[config.mk]
export PLATFORM = sky130hd
export DESIGN_NAME = factorial_trailing_zeros_base
export DESIGN_NICKNAME = d
export VERILOG_FILES = /design/src/rtl/ftz_pkg.sv /design/src/rtl/ftz_div.sv /design/src/rtl/factorial_trailing_zeros_base.sv
export VERILOG_INCLUDE_DIRS = /design/src /design/src/rtl
export SDC_FILE = /design/constraint.sdc
export NUM_CORES = 1
export LEC_CHECK = 0
export BUFFER_PORTS_ARGS = -buffer_cell sky130_fd_sc_hd__buf_2
export CAP_MARGIN = 25
export CORE_MARGIN = 3
export CORE_UTILIZATION = 45
export CTS_CLUSTER_DIAMETER = 40
export CTS_CLUSTER_SIZE = 10
export DETAILED_ROUTE_END_ITERATION = 16
export GPL_ROUTABILITY_DRIVEN = 0
export PLACE_DENSITY = 0.68
export REMOVE_ABC_BUFFERS = 1
export SLEW_MARGIN = 10
export SYNTH_ARGS = -nofsm -noshare
export SYNTH_HDL_FRONTEND = slang
export SYNTH_SLANG_ARGS = --single-unit
[constraint.sdc]
create_clock -name clk -period 15.1 [get_ports clk]
set_input_delay 1.51 -clock clk [delete_from_list [all_inputs] [get_ports clk]]
set_output_delay 1.51 -clock clk [all_outputs]
set_load 0.005 [all_outputs]
[src/rtl/factorial_trailing_zeros_base_macros.svh]
// Assertion macros for the factorial trailing zeros block.
// Included by the top level; depends on nothing else.
`ifndef FACTORIAL_TRAILING_ZEROS_BASE_MACROS_SVH
`define FACTORIAL_TRAILING_ZEROS_BASE_MACROS_SVH

// Same-cycle implication, disabled during reset.
`define FTZ_ASSERT_IMP(name, clk, rst, ante, cons) \
  name: assert property (@(posedge clk) disable iff (rst) (ante) |-> (cons)) \
    else $error("same-cycle check failed");

// Next-cycle implication, disabled during reset.
`define FTZ_ASSERT_NXT(name, clk, rst, ante, cons) \
  name: assert property (@(posedge clk) disable iff (rst) (ante) |=> (cons)) \
    else $error("next-cycle check failed");

`endif

[src/rtl/ftz_pkg.sv]
// Shared constants, types and sequencer states for the factorial trailing zeros block.
// No dependencies.
package ftz_pkg;

  localparam int N_WIDTH     = 20;
  localparam int RADIX_WIDTH = 10;
  localparam int DIV_W       = (N_WIDTH > RADIX_WIDTH) ? N_WIDTH : RADIX_WIDTH;
  localparam int CNT_W       = $clog2(DIV_W + 1);
  localparam int CAND_W      = RADIX_WIDTH + 1;
  localparam int PW          = N_WIDTH + RADIX_WIDTH;
  localparam int MULT_W      = $clog2(RADIX_WIDTH + 1);

  typedef enum logic [2:0] {
    S_IDLE,
    S_CAND,
    S_RDIV,
    S_LEG,
    S_LDIV,
    S_SHARE,
    S_SDIV,
    S_DONE
  } state_t;

  typedef struct packed {
    logic             start;
    logic [DIV_W-1:0] dividend;
    logic [DIV_W-1:0] divisor;
  } div_req_t;

  typedef struct packed {
    logic             busy;
    logic             done;
    logic [DIV_W-1:0] quotient;
    logic [DIV_W-1:0] remainder;
  } div_rsp_t;

endpackage

[src/rtl/ftz_div.sv]
// Restoring divider that produces one quotient bit per cycle.
// Depends on ftz_pkg for widths and the request and response structs.
module ftz_div (
  input  logic              clk,
  input  logic              rst,
  input  ftz_pkg::div_req_t req,
  output ftz_pkg::div_rsp_t rsp
);

  logic [ftz_pkg::DIV_W:0]     rem;
  logic [ftz_pkg::DIV_W-1:0]   quo;
  logic [ftz_pkg::DIV_W-1:0]   dvs;
  logic [ftz_pkg::CNT_W-1:0]   cnt;
  logic                        busy;
  logic                        done;
  logic [ftz_pkg::DIV_W:0]     shifted;
  logic                        fits;

  assign shifted = {rem[ftz_pkg::DIV_W-1:0], quo[ftz_pkg::DIV_W-1]};
  assign fits    = shifted >= {1'b0, dvs};

  always_ff @(posedge clk) begin
    if (rst) begin
      busy <= 1'b0;
      done <= 1'b0;
    end else begin
      done <= 1'b0;
      if (req.start && !busy) begin
        busy <= 1'b1;
      end else if (busy && cnt == ftz_pkg::CNT_W'(1)) begin
        busy <= 1'b0;
        done <= 1'b1;
      end
    end
  end

  always_ff @(posedge clk) begin
    if (req.start && !busy) begin
      rem <= '0;
      quo <= req.dividend;
      dvs <= req.divisor;
      cnt <= ftz_pkg::CNT_W'(ftz_pkg::DIV_W);
    end else if (busy) begin
      rem <= fits ? (shifted - {1'b0, dvs}) : shifted;
      quo <= {quo[ftz_pkg::DIV_W-2:0], fits};
      cnt <= cnt - ftz_pkg::CNT_W'(1);
    end
  end

  assign rsp.busy      = busy;
  assign rsp.done      = done;
  assign rsp.quotient  = quo;
  assign rsp.remainder = rem[ftz_pkg::DIV_W-1:0];

endmodule

[src/rtl/factorial_trailing_zeros_base.sv]
// Top level: trailing zero digits of n! in a given radix, by trial division and Legendre sums.
// Depends on ftz_pkg, ftz_div and factorial_trailing_zeros_base_macros.svh.
//
//   channel | handshake           | payload
//   --------+---------------------+----------------------
//   input   | in_valid, in_ready  | n [19:0], radix [9:0]
//   output  | out_valid, out_ready| zeros [19:0]
//
// One beat is worked at a time; in_ready is high only while the sequencer is idle.
// Each item runs the single divider once per candidate test, once per prime power in
// each Legendre sum and once per prime factor of the radix; a large prime radix such as
// 1021 tries the most candidates.
// The shared one-bit-per-cycle divider bounds the run time.
// Reset returns the sequencer to idle; the result beat holds until out_ready takes it.
`include "factorial_trailing_zeros_base_macros.svh"

module factorial_trailing_zeros_base (
  input  logic                            clk,
  input  logic                            rst,
  input  logic                            in_valid,
  output logic                            in_ready,
  input  logic [ftz_pkg::N_WIDTH-1:0]     n,
  input  logic [ftz_pkg::RADIX_WIDTH-1:0] radix,
  output logic                            out_valid,
  input  logic                            out_ready,
  output logic [ftz_pkg::N_WIDTH-1:0]     zeros
);

  ftz_pkg::state_t state;
  ftz_pkg::state_t state_next;

  logic [ftz_pkg::N_WIDTH-1:0]     n_r;
  logic [ftz_pkg::RADIX_WIDTH-1:0] rest;
  logic [ftz_pkg::CAND_W-1:0]      cand;
  logic [ftz_pkg::MULT_W-1:0]      mult;
  logic [ftz_pkg::PW-1:0]          power;
  logic [ftz_pkg::N_WIDTH-1:0]     sum;
  logic [ftz_pkg::N_WIDTH-1:0]     best;
  logic                            found;

  ftz_pkg::div_req_t div_req;
  ftz_pkg::div_rsp_t div_rsp;

  logic cand_over;
  logic power_over;
  logic rem_zero;

  assign cand_over  = (mult == '0) && (cand > {1'b0, rest});
  assign power_over = power > ftz_pkg::PW'(n_r);
  assign rem_zero   = div_rsp.remainder == '0;

  ftz_div u_div (
    .clk (clk),
    .rst (rst),
    .req (div_req),
    .rsp (div_rsp)
  );

  always_comb begin
    state_next = state;
    unique case (state)
      ftz_pkg::S_IDLE:  if (in_valid) state_next = ftz_pkg::S_CAND;
      ftz_pkg::S_CAND:  state_next = cand_over ? ftz_pkg::S_DONE : ftz_pkg::S_RDIV;
      ftz_pkg::S_RDIV: begin
        if (div_rsp.done) begin
          if (rem_zero) begin
            state_next = ftz_pkg::S_CAND;
          end else if (mult == '0) begin
            state_next = ftz_pkg::S_CAND;
          end else begin
            state_next = ftz_pkg::S_LEG;
          end
        end
      end
      ftz_pkg::S_LEG:   state_next = power_over ? ftz_pkg::S_SHARE : ftz_pkg::S_LDIV;
      ftz_pkg::S_LDIV:  if (div_rsp.done) state_next = ftz_pkg::S_LEG;
      ftz_pkg::S_SHARE: state_next = ftz_pkg::S_SDIV;
      ftz_pkg::S_SDIV:  if (div_rsp.done) state_next = ftz_pkg::S_CAND;
      ftz_pkg::S_DONE:  if (out_ready) state_next = ftz_pkg::S_IDLE;
      default:          state_next = ftz_pkg::S_IDLE;
    endcase
  end

  always_comb begin
    in_ready         = 1'b0;
    out_valid        = 1'b0;
    div_req.start    = 1'b0;
    div_req.dividend = ftz_pkg::DIV_W'(rest);
    div_req.divisor  = ftz_pkg::DIV_W'(cand);
    unique case (state)
      ftz_pkg::S_IDLE:  in_ready = 1'b1;
      ftz_pkg::S_CAND:  div_req.start = !cand_over;
      ftz_pkg::S_LEG: begin
        div_req.start    = !power_over;
        div_req.dividend = ftz_pkg::DIV_W'(n_r);
        div_req.divisor  = ftz_pkg::DIV_W'(power);
      end
      ftz_pkg::S_SHARE: begin
        div_req.start    = 1'b1;
        div_req.dividend = ftz_pkg::DIV_W'(sum);
        div_req.divisor  = ftz_pkg::DIV_W'(mult);
      end
      ftz_pkg::S_DONE:  out_valid = 1'b1;
      default: begin
      end
    endcase
  end

  always_ff @(posedge clk) begin
    if (rst) begin
      state <= ftz_pkg::S_IDLE;
    end else begin
      state <= state_next;
    end
  end

  always_ff @(posedge clk) begin
    unique case (state)
      ftz_pkg::S_IDLE: begin
        if (in_valid) begin
          n_r   <= n;
          rest  <= radix;
          cand  <= ftz_pkg::CAND_W'(2);
          mult  <= '0;
          best  <= '1;
          found <= 1'b0;
        end
      end
      ftz_pkg::S_RDIV: begin
        if (div_rsp.done) begin
          if (rem_zero) begin
            mult <= mult + ftz_pkg::MULT_W'(1);
            rest <= ftz_pkg::RADIX_WIDTH'(div_rsp.quotient);
          end else if (mult == '0) begin
            cand <= cand + ftz_pkg::CAND_W'(1);
          end else begin
            power <= ftz_pkg::PW'(cand);
            sum   <= '0;
          end
        end
      end
      ftz_pkg::S_LDIV: begin
        if (div_rsp.done) begin
          sum   <= sum + ftz_pkg::N_WIDTH'(div_rsp.quotient);
          power <= ftz_pkg::PW'(power * ftz_pkg::PW'(cand));
        end
      end
      ftz_pkg::S_SDIV: begin
        if (div_rsp.done) begin
          if (ftz_pkg::N_WIDTH'(div_rsp.quotient) < best) begin
            best <= ftz_pkg::N_WIDTH'(div_rsp.quotient);
          end
          found <= 1'b1;
          cand  <= cand + ftz_pkg::CAND_W'(1);
          mult  <= '0;
        end
      end
      default: begin
      end
    endcase
  end

  assign zeros = best;

  `FTZ_ASSERT_IMP(a_div_start_idle, clk, rst, div_req.start, !div_rsp.busy)
  `FTZ_ASSERT_NXT(a_accept_starts, clk, rst, in_valid && in_ready, state == ftz_pkg::S_CAND)
  `FTZ_ASSERT_IMP(a_zeros_bound, clk, rst, out_valid && found, zeros <= n_r)

endmodule
==> summary.md, run 1 <==
| Metric | Value |
|---|---|
| CTS resizes | `0` |
| WHS Path Cells | `2` |
| Post-synthesis sequential area ratio | `0.2753` |
| Final period util | `0.4294` |
| TNS Setup | `0 ps` |
| Multi-input gate area | `0.01230 mm^2` |
| Die extent in y | `212.0 um` |
| Hold buffer count at CTS | `0` |
| Worst-margin pin slew | `1035 ps` |
| Initial core utilization | `0.4612` |
| Register area | `0.005255 mm^2` |
| Synth Area per Inst | `9.381 um^2` |
| Hold_sp | `u_div.cnt[3]` |
| Top Ports | `56` |
| Num rows | `74` |
| Critical Path End Type | `flip-flop` |
| Mapped Area | `0.01909 mm^2` |
| CP max FO | `27` |
| Ratio of cells with drive above 1 in the final layout | `0.06937` |
| Root Buffer | `clkbuf_16` |
| First-pass GRT wire length | `81940 um` |
| Clk Latency, worst-skew pair | `470 ps` |
| DRC viols | `0` |
| N_diodes | `0` |
| Status | `complete, no violations` |
| CP delay by family, top | `adder cells` |
| Slew margin rel. | `0.3093` |
| Number of synthesized flops with an enable pin | `155` |
| CTS H-tree lvls | `4` |
| Initial DRC Count | `1248` |
| Syn Inst Count | `2035` |
| Fmax | `0.1542 GHz` |
| Critical path's slowest cell | `edfxtp_1` |
| MaxCap Viol Count | `0` |
| GRT Overall Usage | `0.2327` |
| Ys Warns | `0` |
| Max-slew violation count | `0` |
| RSZ-0062 raised after global routing | `false` |
| Clk sinks | `185` |
| Initial antenna violation count | `0` |
| Area growth syn-to-layout | `6.902%` |
| Critical path's largest stage delay | `1020 ps` |
| Core Area | `0.04139 mm^2` |
| Period minus WS final | `6485 ps` |
| DIE AREA | `0.04493 mm^2` |
| CP arrival | `6680 ps` |
| #FFs+latches synth | `185` |
| WL final | `49670 um` |
| Hold Vio Cnt, Final | `0` |
| R2R depth | `17` |
| Kind of start point of the critical path | `flip-flop` |
| CP Cell Sequence | `and2_1 > fa_1 > fa_1 > fa_1 > fa_1 > inv_1 > fa_1 > inv_1 > ha_1 > and3_1 > and2_1 > a22o_1 > a311oi_1 > o31a_1 > a31oi_1 > xnor2_1 > nor2_1` |
| Fillcell total | `3725` |
| DP Wirelength | `36830 um` |
| Synth top area share | `0.2438` |
| Final hold slack | `493.7 ps` |
| Beginning of the worst register-to-register path | `cand[8]` |
| FFs w/ async S/R, synth | `0` |
| Hold Path End | `u_div.cnt[3]` |
| Commonest non-fill, non-tap cell in the layout | `inv_1` |
| Vias | `14600` |
| Vias per cell | `5.660` |
| Routed Antenna Nets | `0` |
| GRT Residual Overflow | `0` |
| Synth area leaders | `edfxtp_1 (24%), fa_1 (21%), ha_1 (9.2%)` |
| Most frequent CP cell | `fa_1` |
| Post-synth cell types | `75` |
| Hold Crit Class | `reg2reg` |
| Ys flop type | `edfxtp_1` |
| Vias in the first global route | `15090` |
| Nets@finish | `2411` |
| Die Span X | `212.0 um` |
| Drt first pass iters | `12` |
| Max Root-Sink Buffers | `2` |
| TritonCTS Buffers | `17` |
| CTS tree | `done` |
| # Post-CTS Setup Buffers | `0` |
| Post-route clock skew | `12.77 ps` |
| Largest net degree at the start of global routing | `56` |
| CTS clk-pin slew, worst paths | `80 ps` |
| WP buf/inv | `2` |
| Drt wl/cell | `19.26 um` |
| Synth area leader | `edfxtp_1` |
| Final setup violating endpoints | `0` |
| CP required | `15290 ps` |
| Worst reg2reg endpoint | `power[28]` |
| R2R Setup Slk | `8620 ps` |
| IO buf count | `55` |
| Most frequent cells in the layout | `inv_1 (308), nand2_1 (295), fa_1 (203)` |
| WS Path Type | `reg2reg` |
cell families (layout without fill, tap and decap cells):
logic type / after synthesis / count (layout) / share of synthesized area
xor gates and xnor gates: 73 / 73 / 0.03349
DFF: 185 / 185 / 0.2753
and+or+nand+nor: 685 / 685 / 0.1721
buffers and inverters: 402 / 414 / 0.08167
adders and majority gates: 343 / 343 / 0.3046
muxes: 28 / 28 / 0.01947
AOI/OAI and AO/OA: 319 / 319 / 0.1134
registers in the layout, indices dropped and copies added (netlist names), 4 cells and up:
signal and count:
cand 11, mult 4, n_r 20, power 30, rest 10, sum 20
u_div.cnt 5, u_div.dvs 20, u_div.quo 20, u_div.rem 20, zeros 20
worst register-to-register path: stages (launching register included):
cell      delay, ps
edfxtp_1       1020
and2_1          260
fa_1            440
fa_1            560
fa_1            530
fa_1            580
inv_1            70
fa_1            530
inv_1            40
ha_1            350
and3_1          220
and2_1          170
a22o_1          200
a311oi_1        610
o31a_1          320
a31oi_1         120
xnor2_1         140
nor2_1           50
area by class of cell:
type | instances | area share
inverter | 308 | 0.05665
multi-input combinational | 1448 | 0.6027
sequential | 185 | 0.2575
clock buffer | 20 | 0.02348
clock inverter | 12 | 0.005212
tap | 532 | 0.03262
timing repair buffer | 74 | 0.02183
synthesized netlist by cell type (all sizes together) (3+ instances only):
cell / instances
clkbuf: 86
inv: 308
nor4: 14
and3: 15
a22o: 19
o2111ai: 5
xor2: 40
a311oi: 4
nor2b: 14
mux2: 19
a211o: 5
a21o: 25
a31oi: 9
nand4: 9
buf: 8
nand2b: 8
fa: 203
a41oi: 3
nand2: 295
a2111oi: 6
o31ai: 3
xnor2: 33
dfxtp: 30
or3: 30
nand3: 33
and2: 129
o211ai: 15
nor2: 91
o21bai: 12
a22oi: 16
o31a: 5
a211oi: 15
ha: 140
o21a: 16
nor3: 35
and4: 3
a21oi: 67
a31o: 4
edfxtp: 155
o21ai: 73
mux2i: 9
stage by stage:
step	util	setup slack (ps)	instances	instance area, um^2
6_report	0.4931	8615	2579	20410
3_3_place_gp	0.4779	8830	2545	19780
4_1_cts	0.4927	8689	2578	20390
5_1_grt	0.4931	8222	2579	20410
2_1_floorplan	-	9382	1941	18690
3_5_place_dp	0.4786	8702	2546	19810
how the worst max path moves through the flow:
stage | cells past startpoint | slack [ps] | to | from
final | 17 | 8620 | power[28] | cand[8]
after global routing | 19 | 8220 | power[29] | cand[2]
after floorplan | 18 | 9380 | power[28] | cand[4]
after detailed placement | 17 | 8700 | power[28] | cand[8]
after global placement | 17 | 8830 | power[28] | cand[9]
after CTS | 17 | 8690 | power[28] | cand[8]
per-layer routing:
metal	vias to the layer above	part of all wire	track usage
met4	0	0.031	0.07252
met3	108	0.078	0.04431
met2	601	0.46	0.3766
met5	-	0	0
met1	7162	0.43	0.3185
li1	6726	-	-
Power of run 1 is left out: the tool's default activity adds up to more than one toggle a clock period on the data nets, which glitch-free logic cannot reach.
==> run 2: changes to the inputs <==
==> constraint.sdc (replaced) <==
create_clock -name clk -period 6.2 [get_ports clk]
set_input_delay 0.62 -clock clk [delete_from_list [all_inputs] [get_ports clk]]
set_output_delay 0.62 -clock clk [all_outputs]
set_load 0.005 [all_outputs]
==> summary.md, run 2 (synthesized netlist as in run 1, its figures left out) <==
| Metric | Value |
|---|---|
| CTS clk-pin slew, worst paths | `80 ps` |
| Commonest non-fill, non-tap cell in the layout | `inv_1` |
| DRC viols | `0` |
| CP arrival | `6290 ps` |
| Num rows | `74` |
| CP max FO | `10` |
| WHS Path Cells | `1` |
| Hold Crit Class | `in2reg` |
| TritonCTS Buffers | `17` |
| WS Path Type | `reg2reg` |
| Final worst slack | `220.8 ps` |
| Kind of start point of the critical path | `flip-flop` |
| Period minus WS final | `5979 ps` |
| Most frequent cells in the layout | `inv_1 (308), nand2_1 (295), fa_1 (203)` |
| Max-slew violation count | `0` |
| Clk sinks | `185` |
| Fin area | `0.02105 mm^2` |
| MaxCap Viol Count | `0` |
| Drt wl/cell | `19.07 um` |
| Vias in the first global route | `15380` |
| CTS resizes | `0` |
| IO buf count | `55` |
| Largest net degree at the start of global routing | `57` |
| Worst-margin pin slew | `1035 ps` |
| Initial core utilization | `0.4612` |
| Top Ports | `56` |
| Fmax | `0.1672 GHz` |
| Beginning of the worst register-to-register path | `power[9]` |
| Die extent in y | `212.0 um` |
| DIE AREA | `0.04493 mm^2` |
| Hold_sp | `n[3]` |
| Max reg flops | `30` |
| Slew margin rel. | `0.3082` |
| Initial antenna violation count | `0` |
| Fillcell total | `3734` |
| Vias per cell | `5.656` |
| N_diodes | `0` |
| Drt first pass iters | `6` |
| Place WS | `199.8 ps` |
| Hold Vio Cnt, Final | `0` |
| GRT Overall Usage | `0.2339` |
| Biggest register | `power` |
| Critical Path End Type | `flip-flop` |
| CTS H-tree lvls | `4` |
| Nets@finish | `2476` |
| WL final | `50430 um` |
| Clk Latency, worst-skew pair | `480 ps` |
| CP required | `6510 ps` |
| Vias | `14950` |
| Root Buffer | `clkbuf_16` |
| Status | `complete, no violations` |
| Area growth syn-to-layout | `10.27%` |
| DP Wirelength | `38210 um` |
| Multi-input gate area | `0.01230 mm^2` |
| Worst reg2reg endpoint | `power[29]` |
| Max Root-Sink Buffers | `2` |
| Core Area | `0.04139 mm^2` |
| R2R depth | `19` |
| Initial DRC Count | `1320` |
| Worst Setup SP | `power[9]` |
| Routed Antenna Nets | `0` |
| Final setup violating endpoints | `0` |
| Final period util | `0.9644` |
| Post-placement cell area | `0.02010 mm^2` |
| CTS tree | `done` |
| R2R Setup Slk | `220 ps` |
| First-pass GRT wire length | `82600 um` |
| Die Span X | `212.0 um` |
| Hold Path End | `n_r[3]` |
| Ratio of cells with drive above 1 in the final layout | `0.09754` |
| Register area | `0.005255 mm^2` |
| GRT Residual Overflow | `0` |
| Post-route clock skew | `29.75 ps` |
run 2: cell types whose count changed in the layout (fill, tap and decap cells not counted), sizes merged:
cell,change
buf,+65
clkinv,-4
bufinv,+3
clkbuf,-2
inv,+2
clkinvlp,+1
run 2: final cells by class:
class                   instances  share of cell area
multi-input cells            1448              0.5842
flip-flops and latches        185              0.2496
inverters                     308             0.05492
repair buffers                139             0.04969
well taps                     532             0.03162
clock buffers                  18             0.02039
clock inverters                14            0.009570
run 2: timing repair:
| action | in CTS | in global routing |
|---|---|---|
| hold buffers | 0 | 0 |
| setup endpoints to repair | 0 | 6 |
| buffers inserted | 0 | 31 |
run 2: per-stage QoR:
| stage | utilization | instances | hold WS (ps) | TNS, ps |
|---|---|---|---|---|
| after floorplan | - | 1941 | 450.7 | 0 |
| after global placement | 0.4846 | 2579 | 477.9 | 0 |
| after detailed placement | 0.4856 | 2581 | 489.0 | 0 |
| after CTS | 0.5009 | 2613 | 300.3 | 0 |
| after global routing | 0.5086 | 2644 | 305.3 | -80.52 |
| final | 0.5086 | 2644 | 318.9 | 0 |
run 2: worst max path at each step:
| stage | end | slack (ps) | cells past startpoint |
|---|---|---|---|
| 2_1_floorplan | power[28] | 480 | 18 |
| 3_3_place_gp | power[28] | 280 | 19 |
| 3_5_place_dp | power[29] | 200 | 17 |
| 4_1_cts | power[29] | 170 | 17 |
| 5_1_grt | power[29] | -60 | 19 |
| 6_report | power[29] | 220 | 19 |
run 2: per-layer routing:
metal  track usage  up-vias  wire length [um]
li1              -     6856                 -
met1        0.3221     7425             21670
met2        0.3800      603             23890
met3       0.04223       70              3794
met4       0.06836        0              1072
met5             0        -                 0
run 2: worst max-delay path, cell delays in order (launching register included):
cell	delay (ps)
edfxtp_1	630
buf_4	230
nand2_1	70
fa_1	490
fa_1	530
inv_1	50
fa_1	470
fa_1	550
inv_1	60
fa_1	560
inv_1	50
ha_1	340
o21ai_1	130
a211oi_2	280
nand3_1	140
or3b_1	470
nand2_1	150
a211oi_1	120
a221o_1	340
a21oi_1	160
Power of run 2 is left out for the same reason.
==> run 3: changes to the inputs <==
--- a/config.mk
+++ b/config.mk
@@ -8,13 +8,12 @@
 export LEC_CHECK = 0
 export BUFFER_PORTS_ARGS = -buffer_cell sky130_fd_sc_hd__buf_2
 export CAP_MARGIN = 25
-export CORE_MARGIN = 3
-export CORE_UTILIZATION = 45
+export CORE_UTILIZATION = 30
 export CTS_CLUSTER_DIAMETER = 40
 export CTS_CLUSTER_SIZE = 10
 export DETAILED_ROUTE_END_ITERATION = 16
 export GPL_ROUTABILITY_DRIVEN = 0
-export PLACE_DENSITY = 0.68
+export PLACE_DENSITY = 0.51
 export REMOVE_ABC_BUFFERS = 1
 export SLEW_MARGIN = 10
 export SYNTH_ARGS = -nofsm -noshare
==> summary.md, run 3 (synthesized netlist as in run 1, its figures left out) <==
| Metric | Value |
|---|---|
| Most frequent CP cell | `fa_1` |
| Multi-input gate area | `0.01230 mm^2` |
| Routed Antenna Nets | `0` |
| Hold Crit Class | `in2reg` |
| Post-route clock skew | `23.39 ps` |
| Fmax | `0.1692 GHz` |
| Num rows | `92` |
| DRC viols | `0` |
| Vias in the first global route | `15260` |
| TNS Setup | `0 ps` |
| Die extent in y | `254.3 um` |
| IO buf count | `55` |
| Core Area | `0.06297 mm^2` |
| Worst-margin pin slew | `975.7 ps` |
| Max Root-Sink Buffers | `2` |
| Vias | `14500` |
| DIE AREA | `0.06465 mm^2` |
| Ratio of cells with drive above 1 in the final layout | `0.09929` |
| Initial DRC Count | `978` |
| Top Ports | `56` |
| Final worst slack | `290.1 ps` |
| Drt first pass iters | `5` |
| WP buf/inv | `3` |
| Max-slew violation count | `0` |
| DP Wirelength | `40310 um` |
| CP Cell Sequence | `buf_4 > and2_1 > fa_1 > fa_1 > fa_1 > fa_1 > inv_1 > fa_1 > inv_1 > ha_1 > and3_1 > and3_1 > and4_1 > a31oi_1 > nand2_1 > a211oi_1 > a221o_1 > a21oi_1` |
| RSZ-0062 raised after global routing | `true` |
| Drt wl/cell | `17.71 um` |
| Kind of start point of the critical path | `flip-flop` |
| CTS tree | `done` |
| Place WS | `183.6 ps` |
| Vias per cell | `4.895` |
| Slew margin rel. | `0.3495` |
| GRT Residual Overflow | `0` |
| Max reg flops | `30` |
| WL final | `52430 um` |
| Status | `complete, no violations` |
| Final period util | `0.9532` |
| Area growth syn-to-layout | `12.09%` |
| CP delay by family, top | `adder cells` |
| GRT Overall Usage | `0.1720` |
| Commonest non-fill, non-tap cell in the layout | `inv_1` |
| Dpl cells | `2902` |
| CTS clk-pin slew, worst paths | `80 ps` |
| Fillcell total | `6463` |
| Die Span X | `254.3 um` |
| N_diodes | `0` |
| Initial antenna violation count | `0` |
| Largest net degree at the start of global routing | `57` |
| Critical Path End Type | `flip-flop` |
| CP arrival | `6130 ps` |
| First-pass GRT wire length | `86080 um` |
| Period minus WS final | `5910 ps` |
| Nets@finish | `2479` |
| Final Core Density | `0.3398` |
| Clk Latency, worst-skew pair | `510 ps` |
| Initial core utilization | `0.3032` |
| CTS H-tree lvls | `4` |
| CP required | `6420 ps` |
| Clk sinks | `185` |
| TritonCTS Buffers | `17` |
| MaxCap Viol Count | `0` |
| WS Path Type | `reg2reg` |
| Hold Vio Cnt, Final | `0` |
| Root Buffer | `clkbuf_16` |
| Biggest register | `power` |
| Most frequent cells in the layout | `inv_1 (308), nand2_1 (295), fa_1 (203)` |
| Final setup violating endpoints | `0` |
| Critical path's slowest cell | `fa_1` |
| Critical path's largest stage delay | `580 ps` |
| CP max FO | `6` |
| Layout Cells excl Fill | `2961` |
| Register area | `0.005255 mm^2` |
[run 3: layer usage]
metal  global-route usage  wire length [um]  part of all wire  up-vias
met5                    0                 0                 0        -
met4              0.04251               737             0.014        0
met3              0.02460              1806             0.034       38
met2               0.2857             24860              0.47      268
met1               0.2343             25030              0.48     7322
li1                     -                 -                 -     6867
[run 3: timing repair]
action,4_1_cts,5_1_grt
hold buffers,0,0
resized for setup,0,2
buffers inserted,0,25
endpoints found under the setup margin,0,6
[run 3: per-stage QoR]
stage               hold WS, ps  instance area [um^2]
CTS                       248.2                 21140
global route              263.4                 21400
floorplan                 450.7                 18690
global placement          479.2                 20550
detailed placement        502.4                 20550
finish                    289.0                 21400
[run 3: worst paths after layout]
kind / from / end / slack (ps) / depth (start not counted)
setup / recovery: power[7] / power[29] / 290 / 18
hold reg to reg: u_div.rem[1] / u_div.rem[1] / 510 / 2
setup reg to reg: power[7] / power[29] / 290 / 18
hold / removal: n[15] / n_r[15] / 290 / 1
[run 3: layout make-up]
| class | instances | share of cell area |
|---|---|---|
| clock buffers | 20 | 0.02134 |
| clock inverters | 12 | 0.005848 |
| inverters | 308 | 0.05403 |
| multi-input cells | 1448 | 0.5751 |
| flip-flops and latches | 185 | 0.2456 |
| well taps | 846 | 0.04947 |
| repair buffers | 142 | 0.04865 |
Power of run 3 is left out for the same reason.
